`config.mk`:
```
export PLATFORM = sky130hd
export DESIGN_NAME = wsst_ctrl
export DESIGN_NICKNAME = d
export VERILOG_FILES = /design/src/hw/rtl/wsst_pkg.sv /design/src/hw/rtl/wsst_ctrl.sv
export SDC_FILE = /design/constraint.sdc
export NUM_CORES = 1
export LEC_CHECK = 0
export BUFFER_PORTS_ARGS = -buffer_cell sky130_fd_sc_hd__buf_4
export CAP_MARGIN = 20
export CORE_AREA = 2 2 39 41
export CTS_CLUSTER_DIAMETER = 200
export DETAILED_ROUTE_END_ITERATION = 8
export DIE_AREA = 0 0 41 43
export PLACE_DENSITY_LB_ADDON = 0.12
export SLEW_MARGIN = 20
export SYNTH_ARGS = -nofsm -noshare
export SYNTH_HDL_FRONTEND = slang
export SYNTH_SLANG_ARGS = --single-unit
```
`constraint.sdc`:
```
create_clock -name clk -period 3 [get_ports clk]
set_clock_uncertainty 0.2 [all_clocks]
set_input_delay 0.15 -clock clk [delete_from_list [all_inputs] [get_ports clk]]
set_output_delay 0.15 -clock clk [all_outputs]
set_load 0.02 [all_outputs]
```
`src/hw/rtl/wsst_pkg.sv`:
```
// Shared types and constants for the work/span stack tracker.
`default_nettype none
package wsst_pkg;

	localparam int DEF_STACK_DEPTH = 64;
	localparam int DEF_TIME_WIDTH  = 48;
	localparam int BURDEN_W        = 32;
	localparam int CFG_INDEX_W     = 1;

	localparam logic [3:0] CMD_FUNC_ENTRY   = 4'd0;
	localparam logic [3:0] CMD_FUNC_EXIT    = 4'd1;
	localparam logic [3:0] CMD_DETACH       = 4'd2;
	localparam logic [3:0] CMD_TASK         = 4'd3;
	localparam logic [3:0] CMD_TASK_EXIT    = 4'd4;
	localparam logic [3:0] CMD_DETACH_CONT  = 4'd5;
	localparam logic [3:0] CMD_BEFORE_SYNC  = 4'd6;
	localparam logic [3:0] CMD_AFTER_SYNC   = 4'd7;
	localparam logic [3:0] CMD_PROBE        = 4'd8;

	localparam logic [1:0] ERR_OK        = 2'd0;
	localparam logic [1:0] ERR_OVERFLOW  = 2'd1;
	localparam logic [1:0] ERR_UNDERFLOW = 2'd2;

	localparam logic [CFG_INDEX_W-1:0] REG_SPAWN_BURDEN    = 1'd0;
	localparam logic [CFG_INDEX_W-1:0] REG_TRACKING_ENABLE = 1'd1;

	typedef enum logic [2:0] {
		OP_NONE,
		OP_CLOSE,
		OP_PUSH_CLOSE,
		OP_PUSH,
		OP_POP_FUNC,
		OP_POP_TASK,
		OP_BURDEN,
		OP_MERGE
	} op_t;

	typedef struct packed {
		logic [3:0]  command;
		logic        event_flag;
		logic [31:0] strand_time;
	} in_t;

	typedef struct packed {
		logic [47:0] total_work;
		logic [47:0] total_span;
		logic [47:0] total_bspan;
		logic [6:0]  stack_depth;
		logic [1:0]  error_code;
	} out_t;

	// controller to datapath
	typedef struct packed {
		logic       rd;
		logic       apply;
		logic       pop_phase;
		op_t        op;
		logic [1:0] err;
	} ctl_t;

	// datapath to controller
	typedef struct packed {
		logic full;
		logic empty;
		logic enable;
	} st_t;

endpackage
`default_nettype wire

```
`src/hw/rtl/wsst_ctrl.sv`:
```
// Controller: event decode, handshake and pop sequencing.
`default_nettype none
module wsst_ctrl (
	input  wire logic            clk,
	input  wire logic            arst_n,
	input  wire logic            in_valid,
	output logic                 in_stall,
	input  wire logic [3:0]      command,
	input  wire logic            event_flag,
	output logic                 out_valid,
	input  wire logic            out_stall,
	input  wire wsst_pkg::st_t   st,
	output wsst_pkg::ctl_t       ctl
);
	import wsst_pkg::*;

	typedef enum logic [0:0] {S_IDLE, S_POP} state_t;

	state_t     state_q;
	op_t        op_q;
	op_t        dec_op;
	logic [1:0] dec_err;
	logic       busy;
	logic       accept;
	logic       dec_pop;

	always_comb begin
		dec_op  = OP_NONE;
		dec_err = ERR_OK;
		unique case (command)
			CMD_FUNC_ENTRY: begin
				if (st.enable && event_flag) begin
					if (st.full) dec_err = ERR_OVERFLOW;
					else dec_op = OP_PUSH_CLOSE;
				end
			end
			CMD_FUNC_EXIT: begin
				if (st.enable && event_flag) begin
					if (st.empty) dec_err = ERR_UNDERFLOW;
					else dec_op = OP_POP_FUNC;
				end
			end
			CMD_DETACH, CMD_BEFORE_SYNC, CMD_PROBE: dec_op = OP_CLOSE;
			CMD_TASK: begin
				if (st.full) dec_err = ERR_OVERFLOW;
				else dec_op = OP_PUSH;
			end
			CMD_TASK_EXIT: begin
				if (st.empty) dec_err = ERR_UNDERFLOW;
				else dec_op = OP_POP_TASK;
			end
			CMD_DETACH_CONT: dec_op = event_flag ? OP_MERGE : OP_BURDEN;
			CMD_AFTER_SYNC:  dec_op = OP_MERGE;
			default:         dec_op = OP_NONE;
		endcase
	end

	assign busy     = (state_q == S_POP);
	assign in_stall = busy || (out_valid && out_stall);
	assign accept   = in_valid && !in_stall;
	assign dec_pop  = (dec_op == OP_POP_FUNC) || (dec_op == OP_POP_TASK);

	always_comb begin
		ctl.rd        = accept && dec_pop;
		ctl.apply     = (accept && !dec_pop) || busy;
		ctl.pop_phase = busy;
		ctl.op        = busy ? op_q : dec_op;
		ctl.err       = busy ? ERR_OK : dec_err;
	end

	always_ff @(posedge clk or negedge arst_n) begin
		if (!arst_n) begin
			state_q   <= S_IDLE;
			op_q      <= OP_NONE;
			out_valid <= 1'b0;
		end else begin
			unique case (state_q)
				S_IDLE: begin
					if (accept && dec_pop) begin
						op_q    <= dec_op;
						state_q <= S_POP;
					end
				end
				S_POP: state_q <= S_IDLE;
				default: state_q <= S_IDLE;
			endcase
			if (ctl.apply) out_valid <= 1'b1;
			else if (!out_stall) out_valid <= 1'b0;
		end
	end
endmodule
`default_nettype wire

```
==> results.sh <==
export IMPL_outcome="finished, final reports clean"
export IMPL_fin_nets=93
export IMPL_r2r_end="op_q[0]"
export IMPL_ctsHtreeMaxLevel=1
export IMPL_final_hold_viol_count=0
export IMPL_ys_ff_latch=5
export IMPL_grt_use_met2=0.209
export IMPL_area_delta_synth_final_pct=51.5
export IMPL_dieArea_mm2=0.00176
export IMPL_tightest_slew_ns=0.282
export IMPL_dp_cells=89
export IMPL_dr_pass1_iters=4
export IMPL_async_reset_ff_frac=1.00
export IMPL_diodes=0
export IMPL_cts_setup_buffers=0
export IMPL_final_cell_mix="buf_4, nand2_1, nor2_1"
export IMPL_p_switching_uw=63.7
export IMPL_ys_seq_area_frac=0.291
export IMPL_synth_main_ff_cell="dfrtp_1"
export IMPL_gp_congestion=0.671
export IMPL_yosysTopAreaCell="dfrtp_1"
export IMPL_cts_tree="built"
export IMPL_first_global_vias=390
export IMPL_p_leak_uw=0.000338
export IMPL_utilization=0.471
export IMPL_antenna_found_initial=0
export IMPL_post_dp_hpwl_um=851
export IMPL_rr_startpoint="busy"
export IMPL_pre_cts_ws_ns=1.26
export IMPL_fin_ws_ns=1.15
export IMPL_port_buffers=21
export IMPL_regToRegSetupSlack_ns=1.26
export IMPL_first_iter_violations=4
export IMPL_clkSinkCount=5
export IMPL_yosys_cell_types_count=30
export IMPL_wl_per_cell_um=11.5
export IMPL_nFillCells=151
export IMPL_finalMaxSlewViolations=0
export IMPL_clkLatencyLatePin_ns=0.24
export IMPL_die_y_um=43
export IMPL_critical_path_class="reg -> out"
export IMPL_use_met1=0.172
export IMPL_rows=14
export IMPL_fin_area_um2=652
export IMPL_finalSetupTns_ns=0
export IMPL_io_pins=22
export IMPL_synth_edf_count=0
export IMPL_finalWirelength_um=1100
export IMPL_pwr_share_seq=0.350
export IMPL_worstSetupEndpointType="output port"
export IMPL_fmax_mhz=539
export IMPL_timing_final_crit_share=0.618
export IMPL_drc_errors=0
export IMPL_grt_first_pass_wirelength_um=1660
export IMPL_syn_area_um2=430
export IMPL_p_per_area_mw_per_mm2=345
export IMPL_vdd_drop_max_uv=197
export IMPL_cts_root_buffer="clkbuf_4"
export IMPL_vias=493
export IMPL_ys_warn_count=0
export IMPL_cp_start_kind="flip-flop"
export IMPL_dpl_instance_area_um2=596
export IMPL_track_usage=0.142
export IMPL_period_needed_ns=1.85
export IMPL_power_frac_clock=0.334
export IMPL_critPathArrivalTime_ns=1.50
export IMPL_layout_cells_non_filler=96
export IMPL_crit_path_max_fanout=8
export IMPL_pwr_share_comb=0.317
export IMPL_ant_nets=0
export IMPL_netlist_instances=54
export IMPL_swShare=0.283
export IMPL_synth_fp_nets=66
export IMPL_max_slew_margin_rel=0.810
export IMPL_cts_buffers=3
export IMPL_yosys_top_cells_area="dfrtp_1, nand2_1, nor2_1"
export IMPL_drv_cap=0
export IMPL_drive_above_1_share=0.375
export IMPL_clk_pin_slew_ns=0.04
export IMPL_p_int_uw=161
export IMPL_cp_required_ns=2.65
export IMPL_grt_use_met3=0.0471
export IMPL_rsz0062_at_grt="false"
export IMPL_die_w_um=41
export IMPL_initial_utilization=0.311
export IMPL_grt_busiest_layer="met2"
export IMPL_r2r_cells=5
export IMPL_vias_per_cell=5.14
export IMPL_yosysTopAreaCellShare=0.291
export IMPL_setup_viol=0
export IMPL_grt_max_degree=16
export IMPL_cts_buffer_depth=2
export IMPL_grt_ovfl_total=0
export IMPL_hold_path_class="in -> async"
export IMPL_syn_area_per_cell_um2=7.97
export IMPL_final_common_cell="buf_4"
export IMPL_core_mm2=0.00138
[logic make-up after synthesis]
kind of cell,Yosys count,synth area share
compound gates,13,0.235
buf+inv,7,0.0727
flops,5,0.291
mux,2,0.0610
simple gates,27,0.340
[cells in the mapped netlist (2+ instances only)]
master / n
a21oi_1: 3
a22o_1: 2
dfrtp_1: 5
inv_1: 4
nand2_1: 7
nand3_1: 2
nor2_1: 6
nor2b_1: 2
or2b_1: 2
[registers in the layout, indices dropped and copies added (netlist names)]
register / cells
op_q: 3
busy: 1
out_valid: 1
[stage by stage]
stage | power, µW | hold slack [ns]
global placement | 147 | -0.246
floorplan | 115 | -0.346
global route | 243 | 0.0557
CTS | 231 | 0.0255
finish | 225 | 0.0423
detailed placement | 147 | -0.248
[critical path, stage by stage, from the launching register on]
cell	delay, ns
dfrtp_1	0.45
a21oi_1	0.27
nand2_1	0.09
or2_4	0.27
inv_2	0.06
buf_4	0.13
[timing repair]
action | in CTS | in global routing
hold buffers | 3 | 0
endpoints found under the hold margin | 6 | 0
resized for setup | 0 | 0
[worst max path at each step]
stage                   start  endpoint  slack [ns]  cells after the start
finish                   busy    ctl[7]        1.15                      5
global route             busy    ctl[7]        1.00                      5
CTS                      busy    ctl[7]        1.13                      5
detailed placement       busy   op_q[0]        1.26                      5
global placement         busy   op_q[0]        1.30                      5
floorplan           out_valid   op_q[0]        1.25                      5
[layout make-up]
cell class	instances	area [µm²]	share of cell area
multi-input cells	42	274	0.420
repair buffers	24	188	0.288
flip-flops and latches	5	125	0.192
clock buffers	4	26.3	0.0403
well taps	16	20.0	0.0307
inverters	5	18.8	0.0288
[routing by layer]
layer | routed length, µm | vias to the layer above
met5 | 0 | -
met4 | 0 | 0
met3 | 42 | 0
met2 | 598 | 8
met1 | 462 | 234
li1 | - | 251
[power by group through the flow]
| stage | clock [µW] | combinational, µW | sequential (µW) |
|---|---|---|---|
| final | 75.0 | 71.2 | 78.6 |
| after global routing | 85.0 | 77.9 | 79.6 |
| after CTS | 80.7 | 71.9 | 78.5 |
| after detailed placement | 0 | 67.8 | 79.3 |
| after global placement | 0 | 67.8 | 79.5 |
| after floorplan | 0 | 35.2 | 79.9 |
Power figures use the tool's default switching activity.
